File: src/rtl/ndl_pkg.sv
// Shared types and constants for the nearest-neighbor downscaler with luma conversion.
// Holds the payload structs, register indexes, color modes and luma weights.
// No dependencies.
`timescale 1ns / 1ps

package ndl_pkg;

    localparam int unsigned PIX_W             = 8;
    localparam int unsigned CFG_W             = 13;
    localparam int unsigned MODE_W            = 2;
    localparam int unsigned CFG_IDX_W         = 3;
    localparam int unsigned MAX_DIMENSION_DEF = 4096;

    localparam logic [CFG_W-1:0] SOURCE_WIDTH_RST  = CFG_W'(640);
    localparam logic [CFG_W-1:0] SOURCE_HEIGHT_RST = CFG_W'(480);
    localparam logic [CFG_W-1:0] TARGET_WIDTH_RST  = CFG_W'(640);
    localparam logic [CFG_W-1:0] TARGET_HEIGHT_RST = CFG_W'(480);

    // BT.601-style luma weights in 8-bit fixed point.
    localparam logic [15:0] LUMA_R = 16'd77;
    localparam logic [15:0] LUMA_G = 16'd150;
    localparam logic [15:0] LUMA_B = 16'd29;
    localparam logic [PIX_W-1:0] MONO_THRESHOLD = PIX_W'(128);
    localparam logic [PIX_W-1:0] PIX_WHITE      = PIX_W'(255);
    localparam logic [PIX_W-1:0] PIX_BLACK      = PIX_W'(0);

    typedef enum logic [CFG_IDX_W-1:0] {
        CFG_SOURCE_WIDTH  = 3'd0,
        CFG_SOURCE_HEIGHT = 3'd1,
        CFG_TARGET_WIDTH  = 3'd2,
        CFG_TARGET_HEIGHT = 3'd3,
        CFG_COLOR_MODE    = 3'd4
    } cfg_idx_t;

    typedef enum logic [MODE_W-1:0] {
        MODE_COLOR = 2'd0,
        MODE_GRAY  = 2'd1,
        MODE_MONO  = 2'd2
    } color_mode_t;

    typedef struct packed {
        logic [PIX_W-1:0] red_in;
        logic [PIX_W-1:0] green_in;
        logic [PIX_W-1:0] blue_in;
    } pixel_in_t;

    typedef struct packed {
        logic [PIX_W-1:0] red_out;
        logic [PIX_W-1:0] green_out;
        logic [PIX_W-1:0] blue_out;
        logic             row_end;
        logic             frame_end;
    } pixel_out_t;

    // Sampling decision for one source pixel.
    typedef struct packed {
        logic take;
        logic row_end;
        logic frame_end;
    } sample_t;

endpackage

File: src/rtl/ndl_size_eval.sv
// Effective frame sizes: zero becomes one, large values saturate, target clamps to source.
// Depends on ndl_pkg.
`timescale 1ns / 1ps

module ndl_size_eval import ndl_pkg::*; #(
    parameter int unsigned MAX_DIMENSION = MAX_DIMENSION_DEF,
    localparam int unsigned DIM_W = $clog2(MAX_DIMENSION + 1)
) (
    input  logic [CFG_W-1:0] source_width,
    input  logic [CFG_W-1:0] source_height,
    input  logic [CFG_W-1:0] target_width,
    input  logic [CFG_W-1:0] target_height,
    output logic [DIM_W-1:0] eff_w,
    output logic [DIM_W-1:0] eff_h,
    output logic [DIM_W-1:0] eff_tw,
    output logic [DIM_W-1:0] eff_th
);

    localparam int unsigned CMP_W = (CFG_W > DIM_W) ? CFG_W : DIM_W;
    localparam logic [CMP_W-1:0] MaxDim = CMP_W'(MAX_DIMENSION);

    function automatic logic [DIM_W-1:0] clamp_size(input logic [CFG_W-1:0] v);
        logic [CMP_W-1:0] ve;
        ve = CMP_W'(v);
        if (ve == '0) begin
            return DIM_W'(1);
        end else if (ve > MaxDim) begin
            return DIM_W'(MAX_DIMENSION);
        end else begin
            return DIM_W'(ve);
        end
    endfunction

    logic [DIM_W-1:0] tw_c;
    logic [DIM_W-1:0] th_c;

    assign eff_w  = clamp_size(source_width);
    assign eff_h  = clamp_size(source_height);
    assign tw_c   = clamp_size(target_width);
    assign th_c   = clamp_size(target_height);
    assign eff_tw = (tw_c < eff_w) ? tw_c : eff_w;
    assign eff_th = (th_c < eff_h) ? th_c : eff_h;

endmodule

File: src/rtl/ndl_sampler.sv
// Row and column selection by Bresenham remainders, one source pixel per step.
// Depends on ndl_pkg.
`timescale 1ns / 1ps

module ndl_sampler import ndl_pkg::*; #(
    parameter int unsigned MAX_DIMENSION = MAX_DIMENSION_DEF,
    localparam int unsigned DIM_W = $clog2(MAX_DIMENSION + 1)
) (
    input  logic             aclk,
    input  logic             restart,
    input  logic             step,
    input  logic [DIM_W-1:0] w,
    input  logic [DIM_W-1:0] h,
    input  logic [DIM_W-1:0] tw,
    input  logic [DIM_W-1:0] th,
    input  logic [DIM_W-1:0] start_w,
    input  logic [DIM_W-1:0] start_h,
    input  logic [DIM_W-1:0] start_th,
    output sample_t          sample
);

    localparam int unsigned REM_W = DIM_W + 1;
    localparam int unsigned SUM_W = REM_W + 1;

    logic [DIM_W-1:0] scol_reg, scol_next;
    logic [DIM_W-1:0] srow_reg, srow_next;
    logic [DIM_W-1:0] ocol_reg, ocol_next;
    logic [DIM_W-1:0] orow_reg, orow_next;
    logic [REM_W-1:0] crem_reg, crem_next;
    logic [REM_W-1:0] rrem_reg, rrem_next;
    logic             rsel_reg, rsel_next;

    logic [REM_W-1:0] w2, h2, tw2, th2, th2_st;
    logic [SUM_W-1:0] crem_sum, rrem_sum;
    logic [REM_W-1:0] rrem_line;
    logic [DIM_W-1:0] scol_inc, srow_inc, orow_inc;
    logic             take;

    assign w2     = {w, 1'b0};
    assign h2     = {h, 1'b0};
    assign tw2    = {tw, 1'b0};
    assign th2    = {th, 1'b0};
    assign th2_st = {start_th, 1'b0};

    assign take = rsel_reg && (orow_reg < th) && (crem_reg < tw2) && (ocol_reg < tw);

    assign sample.take      = take;
    assign sample.row_end   = (ocol_reg == tw - DIM_W'(1));
    assign sample.frame_end = sample.row_end && (orow_reg == th - DIM_W'(1));

    assign crem_sum = take ? (SUM_W'(crem_reg) + SUM_W'(w2) - SUM_W'(tw2))
                           : (SUM_W'(crem_reg) - SUM_W'(tw2));
    assign rrem_sum = rsel_reg ? (SUM_W'(rrem_reg) + SUM_W'(h2) - SUM_W'(th2))
                               : (SUM_W'(rrem_reg) - SUM_W'(th2));
    assign rrem_line = rrem_sum[REM_W-1:0];

    assign scol_inc = scol_reg + DIM_W'(1);
    assign srow_inc = srow_reg + DIM_W'(1);
    assign orow_inc = orow_reg + DIM_W'(rsel_reg);

    always_comb begin
        scol_next = scol_reg;
        srow_next = srow_reg;
        ocol_next = ocol_reg;
        orow_next = orow_reg;
        crem_next = crem_reg;
        rrem_next = rrem_reg;
        rsel_next = rsel_reg;
        if (restart) begin
            scol_next = '0;
            srow_next = '0;
            ocol_next = '0;
            orow_next = '0;
            crem_next = REM_W'(start_w);
            rrem_next = REM_W'(start_h);
            rsel_next = REM_W'(start_h) < th2_st;
        end else if (step) begin
            scol_next = scol_inc;
            ocol_next = ocol_reg + DIM_W'(take);
            crem_next = crem_sum[REM_W-1:0];
            if (scol_inc >= w) begin
                scol_next = '0;
                ocol_next = '0;
                crem_next = REM_W'(w);
                if (srow_inc >= h) begin
                    // Last pixel of the source frame: begin the next frame.
                    srow_next = '0;
                    orow_next = '0;
                    rrem_next = REM_W'(h);
                    rsel_next = REM_W'(h) < th2;
                end else begin
                    srow_next = srow_inc;
                    orow_next = orow_inc;
                    rrem_next = rrem_line;
                    rsel_next = (rrem_line < th2) && (orow_inc < th);
                end
            end
        end
    end

    always_ff @(posedge aclk) begin
        scol_reg <= scol_next;
        srow_reg <= srow_next;
        ocol_reg <= ocol_next;
        orow_reg <= orow_next;
        crem_reg <= crem_next;
        rrem_reg <= rrem_next;
        rsel_reg <= rsel_next;
    end

endmodule

File: src/rtl/ndl_luma.sv
// Color conversion of one selected pixel: passthrough, luma, or thresholded luma.
// Depends on ndl_pkg.
`timescale 1ns / 1ps

module ndl_luma import ndl_pkg::*; (
    input  pixel_in_t        pix,
    input  sample_t          smp,
    input  logic [MODE_W-1:0] mode,
    output pixel_out_t       res
);

    logic [15:0]      luma_sum;
    logic [PIX_W-1:0] luma;
    logic [PIX_W-1:0] mono;

    assign luma_sum = LUMA_R * 16'(pix.red_in) + LUMA_G * 16'(pix.green_in)
                    + LUMA_B * 16'(pix.blue_in);
    assign luma = luma_sum[15:8];
    assign mono = (luma >= MONO_THRESHOLD) ? PIX_WHITE : PIX_BLACK;

    always_comb begin
        res.row_end   = smp.row_end;
        res.frame_end = smp.frame_end;
        case (mode)
            MODE_GRAY: begin
                res.red_out   = luma;
                res.green_out = luma;
                res.blue_out  = luma;
            end
            MODE_MONO: begin
                res.red_out   = mono;
                res.green_out = mono;
                res.blue_out  = mono;
            end
            default: begin
                // Color mode and the unused code pass the pixel through.
                res.red_out   = pix.red_in;
                res.green_out = pix.green_in;
                res.blue_out  = pix.blue_in;
            end
        endcase
    end

endmodule

File: src/rtl/nearest_downscale_luma_stream_core.sv
// Nearest-neighbor downscaler with optional gray or monochrome output.
// A selected pixel passes stage one and then the output register before it is offered on m_valid.
// Throughput: one source pixel per cycle while the output is not stalled; the remainder update is one add and compare.
// Reset (aresetn low, synchronous) restores 640x480 to 640x480 in color mode and empties both
// pipeline registers. Depends on ndl_pkg, ndl_size_eval, ndl_sampler and ndl_luma.
`timescale 1ns / 1ps

module nearest_downscale_luma_stream_core import ndl_pkg::*; #(
    parameter int unsigned MAX_DIMENSION = MAX_DIMENSION_DEF
) (
    input  logic                 aclk,
    input  logic                 aresetn,
    input  logic                 s_valid,
    output logic                 s_ready,
    input  pixel_in_t            s_data,
    output logic                 m_valid,
    input  logic                 m_ready,
    output pixel_out_t           m_data,
    input  logic                 cfg_valid,
    output logic                 cfg_ready,
    input  logic [CFG_IDX_W-1:0] cfg_index,
    input  logic [CFG_W-1:0]     cfg_data
);

    localparam int unsigned DIM_W = $clog2(MAX_DIMENSION + 1);

    // Configuration registers. Their next value already includes reset, so the
    // start-of-frame state can be derived from it in the same cycle.
    logic [CFG_W-1:0]  src_w_reg, src_w_next;
    logic [CFG_W-1:0]  src_h_reg, src_h_next;
    logic [CFG_W-1:0]  tgt_w_reg, tgt_w_next;
    logic [CFG_W-1:0]  tgt_h_reg, tgt_h_next;
    logic [MODE_W-1:0] mode_reg, mode_next;
    logic              cfg_hit;
    logic              restart;

    // Sizes in force now, and sizes that will be in force after this edge.
    logic [DIM_W-1:0] w, h, tw, th;
    logic [DIM_W-1:0] nw, nh, ntw, nth;

    // Stage one holds the accepted pixel with its sampling decision; the
    // output register holds the finished result.
    logic       s1_valid_reg, s1_valid_next;
    pixel_in_t  s1_pix_reg;
    sample_t    s1_smp_reg;
    logic       m_valid_reg, m_valid_next;
    pixel_out_t m_data_reg;

    sample_t    smp;
    pixel_out_t res;
    logic       s_accept;
    logic       out_free;
    logic       s1_advance;

    // Configuration writes are always taken; an index beyond the register list
    // is ignored and does not restart the frame.
    assign cfg_ready = 1'b1;

    always_comb begin
        src_w_next = src_w_reg;
        src_h_next = src_h_reg;
        tgt_w_next = tgt_w_reg;
        tgt_h_next = tgt_h_reg;
        mode_next  = mode_reg;
        cfg_hit    = 1'b0;
        if (!aresetn) begin
            src_w_next = SOURCE_WIDTH_RST;
            src_h_next = SOURCE_HEIGHT_RST;
            tgt_w_next = TARGET_WIDTH_RST;
            tgt_h_next = TARGET_HEIGHT_RST;
            mode_next  = MODE_COLOR;
        end else if (cfg_valid) begin
            case (cfg_index)
                CFG_SOURCE_WIDTH: begin
                    src_w_next = cfg_data;
                    cfg_hit    = 1'b1;
                end
                CFG_SOURCE_HEIGHT: begin
                    src_h_next = cfg_data;
                    cfg_hit    = 1'b1;
                end
                CFG_TARGET_WIDTH: begin
                    tgt_w_next = cfg_data;
                    cfg_hit    = 1'b1;
                end
                CFG_TARGET_HEIGHT: begin
                    tgt_h_next = cfg_data;
                    cfg_hit    = 1'b1;
                end
                CFG_COLOR_MODE: begin
                    mode_next = cfg_data[MODE_W-1:0];
                    cfg_hit   = 1'b1;
                end
                default: begin
                    cfg_hit = 1'b0;
                end
            endcase
        end
    end

    // Any register write starts a fresh frame, as does reset.
    assign restart = !aresetn || cfg_hit;

    ndl_size_eval #(.MAX_DIMENSION(MAX_DIMENSION)) u_size_now (
        .source_width  (src_w_reg),
        .source_height (src_h_reg),
        .target_width  (tgt_w_reg),
        .target_height (tgt_h_reg),
        .eff_w         (w),
        .eff_h         (h),
        .eff_tw        (tw),
        .eff_th        (th)
    );

    ndl_size_eval #(.MAX_DIMENSION(MAX_DIMENSION)) u_size_next (
        .source_width  (src_w_next),
        .source_height (src_h_next),
        .target_width  (tgt_w_next),
        .target_height (tgt_h_next),
        .eff_w         (nw),
        .eff_h         (nh),
        .eff_tw        (ntw),
        .eff_th        (nth)
    );

    // Handshake: a dropped pixel leaves stage one freely; a selected one needs
    // room in the output register. The input side stays open as long as stage
    // one can move on, so a pixel is taken every cycle without backpressure.
    assign out_free   = !m_valid_reg || m_ready;
    assign s1_advance = s1_valid_reg && (!s1_smp_reg.take || out_free);
    assign s_ready    = aresetn && (!s1_valid_reg || s1_advance);
    assign s_accept   = s_valid && s_ready;

    ndl_sampler #(.MAX_DIMENSION(MAX_DIMENSION)) u_sampler (
        .aclk     (aclk),
        .restart  (restart),
        .step     (s_accept),
        .w        (w),
        .h        (h),
        .tw       (tw),
        .th       (th),
        .start_w  (nw),
        .start_h  (nh),
        .start_th (nth),
        .sample   (smp)
    );

    ndl_luma u_luma (
        .pix  (s1_pix_reg),
        .smp  (s1_smp_reg),
        .mode (mode_reg),
        .res  (res)
    );

    always_comb begin
        s1_valid_next = s1_valid_reg;
        if (s_accept) begin
            s1_valid_next = 1'b1;
        end else if (s1_advance) begin
            s1_valid_next = 1'b0;
        end

        m_valid_next = m_valid_reg;
        if (s1_advance && s1_smp_reg.take) begin
            m_valid_next = 1'b1;
        end else if (m_ready) begin
            m_valid_next = 1'b0;
        end
    end

    always_ff @(posedge aclk) begin
        src_w_reg <= src_w_next;
        src_h_reg <= src_h_next;
        tgt_w_reg <= tgt_w_next;
        tgt_h_reg <= tgt_h_next;
        mode_reg  <= mode_next;
        if (!aresetn) begin
            s1_valid_reg <= 1'b0;
            m_valid_reg  <= 1'b0;
        end else begin
            s1_valid_reg <= s1_valid_next;
            m_valid_reg  <= m_valid_next;
        end
        if (s_accept) begin
            s1_pix_reg <= s_data;
            s1_smp_reg <= smp;
        end
        if (s1_advance && s1_smp_reg.take) begin
            m_data_reg <= res;
        end
    end

    assign m_valid = m_valid_reg;
    assign m_data  = m_data_reg;

endmodule

File: config.mk
export PLATFORM = sky130hd
export DESIGN_NAME = nearest_downscale_luma_stream_core
export DESIGN_NICKNAME = d
export VERILOG_FILES = /design/src/rtl/ndl_pkg.sv /design/src/rtl/ndl_size_eval.sv /design/src/rtl/ndl_sampler.sv /design/src/rtl/ndl_luma.sv /design/src/rtl/nearest_downscale_luma_stream_core.sv
export SDC_FILE = /design/constraint.sdc
export NUM_CORES = 1
export LEC_CHECK = 0
export BUFFER_PORTS_ARGS = -buffer_cell sky130_fd_sc_hd__buf_2
export CELL_PAD_IN_SITES_DETAIL_PLACEMENT = 1
export CELL_PAD_IN_SITES_GLOBAL_PLACEMENT = 2
export CORE_MARGIN = 2
export CORE_UTILIZATION = 43
export DETAILED_ROUTE_END_ITERATION = 10
export PLACE_DENSITY_LB_ADDON = 0.1
export SYNTH_ARGS = -nofsm -noshare
export SYNTH_HDL_FRONTEND = slang
export SYNTH_SLANG_ARGS = --single-unit
File: constraint.sdc
create_clock -name aclk -period 13.8 [get_ports aclk]
set_input_delay 0.69 -clock aclk [delete_from_list [all_inputs] [get_ports aclk]]
set_output_delay 0.69 -clock aclk [all_outputs]
set_load 0.02 [all_outputs]
-- Word-level counts from Yosys, hierarchy flattened
Cells that the tools add are included.
- order comparisons: 20
- mux-type cells: 52
- reductions and logical operators: 34
- add/subtract/negate cells: 14
- equal/unequal tests: 8
- multipliers: 3
- operators with widths (cell ; count):
    2-to-1 mux 13 bit ; 35
    greater-than comparator 13 bit (second input constant) ; 7
    zero test 13 bit ; 7
    < comparator 13 bit ; 6
    2-to-1 mux 14 bit ; 4
    subtractor 14 bit ; 4
    one-hot mux 24 bit (2 select lines) ; 1
    multiplier 7 x 8 -> 15 bit (first input constant) ; 2
    adder 14 bit ; 2
    < comparator 13 x 14 -> 1 bit ; 2
    < comparator 14 bit ; 2
    adder 13 x 1 -> 13 bit ; 2
    adder 13 x 1 -> 13 bit (second input constant) ; 2
    equality test 13 bit ; 2
    >= comparator 13 bit ; 2
    subtractor 13 x 1 -> 13 bit (second input constant) ; 2
    adder 15 x 16 -> 16 bit ; 1
    adder 16 x 13 -> 16 bit ; 1
    multiplier 5 x 8 -> 13 bit (first input constant) ; 1
    2-to-1 mux 1 bit ; 11
    logical AND 1 bit ; 9
    >= comparator 8 bit (second input constant) ; 1
    2-to-1 mux 8 bit ; 1
    AND reduction 2 bit ; 4
    other kinds (10) ; 20
- bits in registers: 190
- input bits: 45
- output and inout bits: 29

-- Longest topological paths before layout
- word-level depth: 13
- mapped depth: 38
- gate-level depth less buffers: 36

-- Cells and area by module
Synthesis repeated with hierarchy kept, for this count alone.
- cells, all modules: 2296
- area total of the unflattened synthesis: 20337.0 um^2
- by module, submodules not included (module ; seq. area each (um^2) ; times used ; cells an instance ; area an instance (um^2)):
    ndl_sampler ; 1831.8 ; 1 ; 1257 ; 10132.2
    nearest_downscale_luma_stream_core ; 2712.6 ; 1 ; 269 ; 3798.6
    ndl_luma ; 0.0 ; 1 ; 372 ; 3460.8
    ndl_size_eval ; 0.0 ; 2 ; 199 ; 1472.7

-- Least setup slack after synthesis
Ideal clock, no wire load.
- kind: register -> register
- from: register s1_pix_reg[12] (netlist name)
- to: register m_data_reg (netlist bit m_data[12]), data pin
- arrival: 6703 ps
- slack: 6826 ps
- clock period less this slack: 6974 ps
- stages on the path, launching flop included: 27
- data required time: 13529 ps
- path through: edfxtp_1 > ha_1 > ha_1 > inv_1 > fa_1 > fa_1 > inv_1 > ha_1 > o21ai_0 > a21boi_0 > nor2_1 > ha_1 > fa_1 > inv_1 > fa_1 > fa_1 > inv_1 > ha_1 > a21o_1 > a21o_1 > a41o_1 > a41o_1 > a21oi_1 > xnor2_1 > nor2b_1 > a211oi_1 > a21oi_1
- RTL lines (item ; RTL line ; source):
    start: declaration ; nearest_downscale_luma_stream_core.sv:44 ; pixel_in_t s1_pix_reg;
    start signal: assignment ; nearest_downscale_luma_stream_core.sv:185 ; s1_pix_reg <= s_data;
    end signal: assignment ; nearest_downscale_luma_stream_core.sv:189 ; m_data_reg <= res;
    end: declaration ; nearest_downscale_luma_stream_core.sv:47 ; pixel_out_t m_data_reg;

-- Worst setup path after layout
- from: register src_h_reg[12]
- to: register u_sampler.rsel_reg, data pin
- longest elaborated chain between the ends: 13
- RTL lines (item ; RTL line ; source):
    start: declaration ; nearest_downscale_luma_stream_core.sv:30 ; logic [CFG_W-1:0] src_h_reg, src_h_next;
    start signal: assignment ; nearest_downscale_luma_stream_core.sv:173 ; src_h_reg <= src_h_next;
    greater-than comparator 13 bit ; ndl_size_eval.sv:27 ; end else if (ve > MaxDim) begin
    2-to-1 mux 13 bit ; ndl_size_eval.sv:27 ;
    2-to-1 mux 13 bit ; ndl_size_eval.sv:25 ; if (ve == '0) begin
    < comparator 13 bit ; ndl_size_eval.sv:42 ; assign eff_th = (th_c < eff_h) ? th_c : eff_h;
    2-to-1 mux 13 bit ; ndl_size_eval.sv:42 ;
    subtractor 14 bit (on tied branches) ; ndl_sampler.sv:54, ndl_sampler.sv:53 ;
    2-to-1 mux 14 bit ; ndl_sampler.sv:53 ; assign rrem_sum = rsel_reg ? (SUM_W'(rrem_reg) + SUM_W'(h2) - SUM_W'(th2))
    < comparator 14 bit ; ndl_sampler.sv:95 ; rsel_next = (rrem_line < th2) && (orow_inc < th);
    logical AND 1 bit ; ndl_sampler.sv:95 ;
    2-to-1 mux 1 bit ; ndl_sampler.sv:85 ; if (srow_inc >= h) begin
    2-to-1 mux 1 bit ; ndl_sampler.sv:81 ; if (scol_inc >= w) begin
    2-to-1 mux 1 bit ; ndl_sampler.sv:77 ; end else if (step) begin
    2-to-1 mux 1 bit * ; ndl_sampler.sv:69 ; if (restart) begin
    named net u_sampler.rsel_next ; ndl_sampler.sv:31 ; logic rsel_reg, rsel_next;
    end signal: assignment ; ndl_sampler.sv:108 ; rsel_reg <= rsel_next;
    end: declaration ; ndl_sampler.sv:31 ;
The timed path passes the listed nets; every way through them passes the cells marked *. The select of a mux whose other input is x is not followed.
A chain may end at the register's enable or synchronous reset.

==> run metrics <==
proportion of synthesized chip area in sequential cells=around a quarter; fraction of final layout cells sized beyond drive strength 1=under 10%; sum of negative setup slack=0 ns; signal arrival time at the worst endpoint=8.63 ns; final HPWL from detailed placement=around 50,000 microns; share of synthesized flip-flops with an asynchronous set or reset=0%; fraction of power consumed by the clock network=~16%; via count of the first global-routing pass=about 18,000; count of vias placed by the detailed router=between 15,000 and 20,000; Vias per Instance=5.73; wire length reported by the detailed router=63,000 microns; endpoint of the worst register-to-register path=u_sampler.rsel_reg$_DFFE_PP_; final-report max-slew violation count=0; buffer levels on the longest clock path=2; worst min-delay path startpoint=s_data[20]; type of the most critical hold path=primary input to flip-flop; detailed-route DRC error count=0; starting utilization of the core area=43.3%; max-slew headroom at the worst pin=28.5%; number of iterations in the first detailed-routing pass=6; unrepaired setup endpoints after global routing=no; number of buffers inserted during clock tree synthesis=17; net switching power figure=between 1500 and 2000 uW; post-CTS setup-driven buffer insertion count=0; library cells used by synthesis=94; Clock Sinks=about 190; transition time at the pin with the least slew margin=about 1.0 ns; number of core rows=slightly below 80; H-tree depth=4; Gate power share=64.4%; clock input transition at the sequential cells of the worst setup and hold paths=0.08 ns; top fanout value on the critical path=12; wire length of the first global-routing pass=around 100,000 microns; Global Route Usage Sum=28.2%; Antenna Violating Nets Remaining=0; floorplan core area=about 44,000 sq um; Layout Area Growth over Synthesis=8.65%; worst hold path cell count=1; post-placement cell area=about 20,000 sq um; Primary FF master, synth=dfxtp_1; switching power share of the total=46.8%; Slowest-stage cell, CP=dfxtp_1; number of instances in the placed design=around 2,900; Final GP Congestion=just under 0.9; CP Class=flip-flop to flip-flop; longest individual stage delay on the worst path=approximately 0.60 ns; # port buffers=between 70 and 80; run status=finished, final reports clean; die boundary height=~210 microns; Total Die Area=roughly 46,000 sq um; Final Hold Vio Count=0; total design power=between 3000 and 4000 uW; cell area power density=about 160 nW/um^2; worst IR drop on VDD=0.000107 V; number of synthesized flops with an enable pin=between 70 and 80; quantity of hold-fixing buffers added after cts=0; Peak Freq=approximately 120 MHz; number of nets produced by synthesis=around 2,600; register-to-register setup slack=5.53 ns; total of endpoints with negative setup slack in the final report=0; library cell used as clock root buffer=clkbuf_16; Cell Int Power=roughly 1800 uW; endpoint required time on the critical path=14.16 ns; max reg flops=26; number of synthesized register bits=roughly 190; post-route non-filler standard cell count=around 2,900; TritonCTS clock tree=done; kind of end point of the critical path=flip-flop; Design Area, Final=20,600 sq um; shortest clock period the worst path allows after layout=between 8 and 9 ns; overall die width=214 microns; detail-routed net length per standard cell=between 20 and 25 microns; Mapped Area=roughly 19,000 sq um; number of antenna violations at the first check in global routing=0; number of cells upsized or downsized after cts=0; mean post-synth cell area=about 8.5 sq um; total I/O pin count=74; leakage power figure=0.00954 uW; ratio of final minimum period to clock period=approximately 60%; yosys warns=0; Worst Reg2Reg Path Length in Cells=33; critical register-to-register path startpoint=src_h_reg[12]$_DFF_P_; # Max-Cap Violations=0; Min-Delay Endpoint=s1_pix_reg[20]$_DFFE_PP_; number of cells produced by synthesis=around 2,200; final layout net count=2,671; setup clock skew after layout=~0.016 ns; type of element launching the critical path=flip-flop; most common cell after layout, fill and taps aside=ha_1; residual overflow from global routing=0; Antenna Cells=0; largest net degree at the start of global routing=54; Starting DRT DRC Count=roughly 750; share of total power in sequential cells=around a fifth; source-to-sink clock delay at the later pin of the worst-skew pair=0.51 ns; commonest cells after routing, fill and taps aside=ha_1, nand2_1, inv_1
cells by family (layout without fill, tap and decap cells):
family | Yosys count | after routing | share of synthesized area (%)
and+or+nand+nor | 705 | 705 | 18.1
buffers and inverters | 303 | 364 | 6.12
adders and majority gates | 352 | 352 | 26.3
AOI/OAI and AO/OA | 511 | 511 | 17.4
other | 1 | 1 | 0.0197
muxes | 42 | 42 | 2.29
xor gates and xnor gates | 128 | 128 | 5.90
DFF | 188 | 188 | 23.9
power by group through the flow:
| stage | clock network, uW | logic (uW) | registers, uW |
|---|---|---|---|
| finish | 532 | 2190 | 680 |
| detailed placement | 0 | 2180 | 693 |
| CTS | 547 | 2200 | 680 |
| floorplan | 0 | 1650 | 680 |
| global route | 567 | 2480 | 685 |
| global placement | 0 | 2110 | 692 |
critical path, delay by kind of cell, from the launching register on:
family                     cells  cell delay, ns
adders and majority gates      4            1.11
AOI/OAI and AO/OA             17            4.00
buffers and inverters          1            0.34
xor gates and xnor gates       3            0.47
and+or+nand+nor                8            1.57
DFF                            1            0.60
synthesized netlist by cell type (51+ instances only):
library cell  number  area, sq um
xnor2_1           78          683
nand2_1          237          890
o21ai_0          107          536
nor2b_1           51          319
dfxtp_1          110         2200
edfxtp_1          78         2340
nand3_1           53          265
a21oi_1          176          881
nor2_1           157          589
clkbuf_1          54          203
inv_1            232          871
ha_1             269         3370
fa_1              79         1580
metal layers:
layer | up-vias | GRT usage [%] | part of all wire [%]
met3 | 119 | 4.68 | 3.5
met1 | 8173 | 35.3 | 44
li1 | 7941 | - | -
met4 | 0 | 12.7 | 4.4
met5 | - | 0 | 0
met2 | 278 | 47.8 | 48
worst max path at each step:
| stage | startpoint | endpoint | slack (ns) | cells after the start |
|---|---|---|---|---|
| after detailed placement | src_h_reg[12]$_DFF_P_ | u_sampler.rsel_reg$_DFFE_PP_ | 5.70 | 33 |
| after floorplan | s1_pix_reg[12]$_DFFE_PP_ | m_data[12]$_DFFE_PP_ | 6.83 | 26 |
| after global placement | src_h_reg[12]$_DFF_P_ | u_sampler.rsel_reg$_DFFE_PP_ | 5.93 | 36 |
| final | src_h_reg[12]$_DFF_P_ | u_sampler.rsel_reg$_DFFE_PP_ | 5.53 | 33 |
| after global routing | src_h_reg[12]$_DFF_P_ | u_sampler.rsel_reg$_DFFE_PP_ | 4.78 | 34 |
| after CTS | src_h_reg[12]$_DFF_P_ | u_sampler.rsel_reg$_DFFE_PP_ | 5.61 | 33 |
metrics by stage:
step	setup slack, ns	hold slack (ns)	util (%)
final	5.53	0.355	47.0
after global placement	5.93	0.414	45.6
after detailed placement	5.70	0.421	45.6
after CTS	5.61	0.322	47.0
after global routing	4.78	0.330	47.0
after floorplan	6.83	0.400	-
final cells by class:
type / instances / area, sq um
clock buffer: 17 / 425
clock inverter: 15 / 196
fill: 5269 / 23300
inverter: 235 / 882
multi-input combinational: 1739 / 13300
sequential: 188 / 4540
tap: 592 / 741
timing repair buffer: 97 / 548
(Power assumes the default switching activity.)
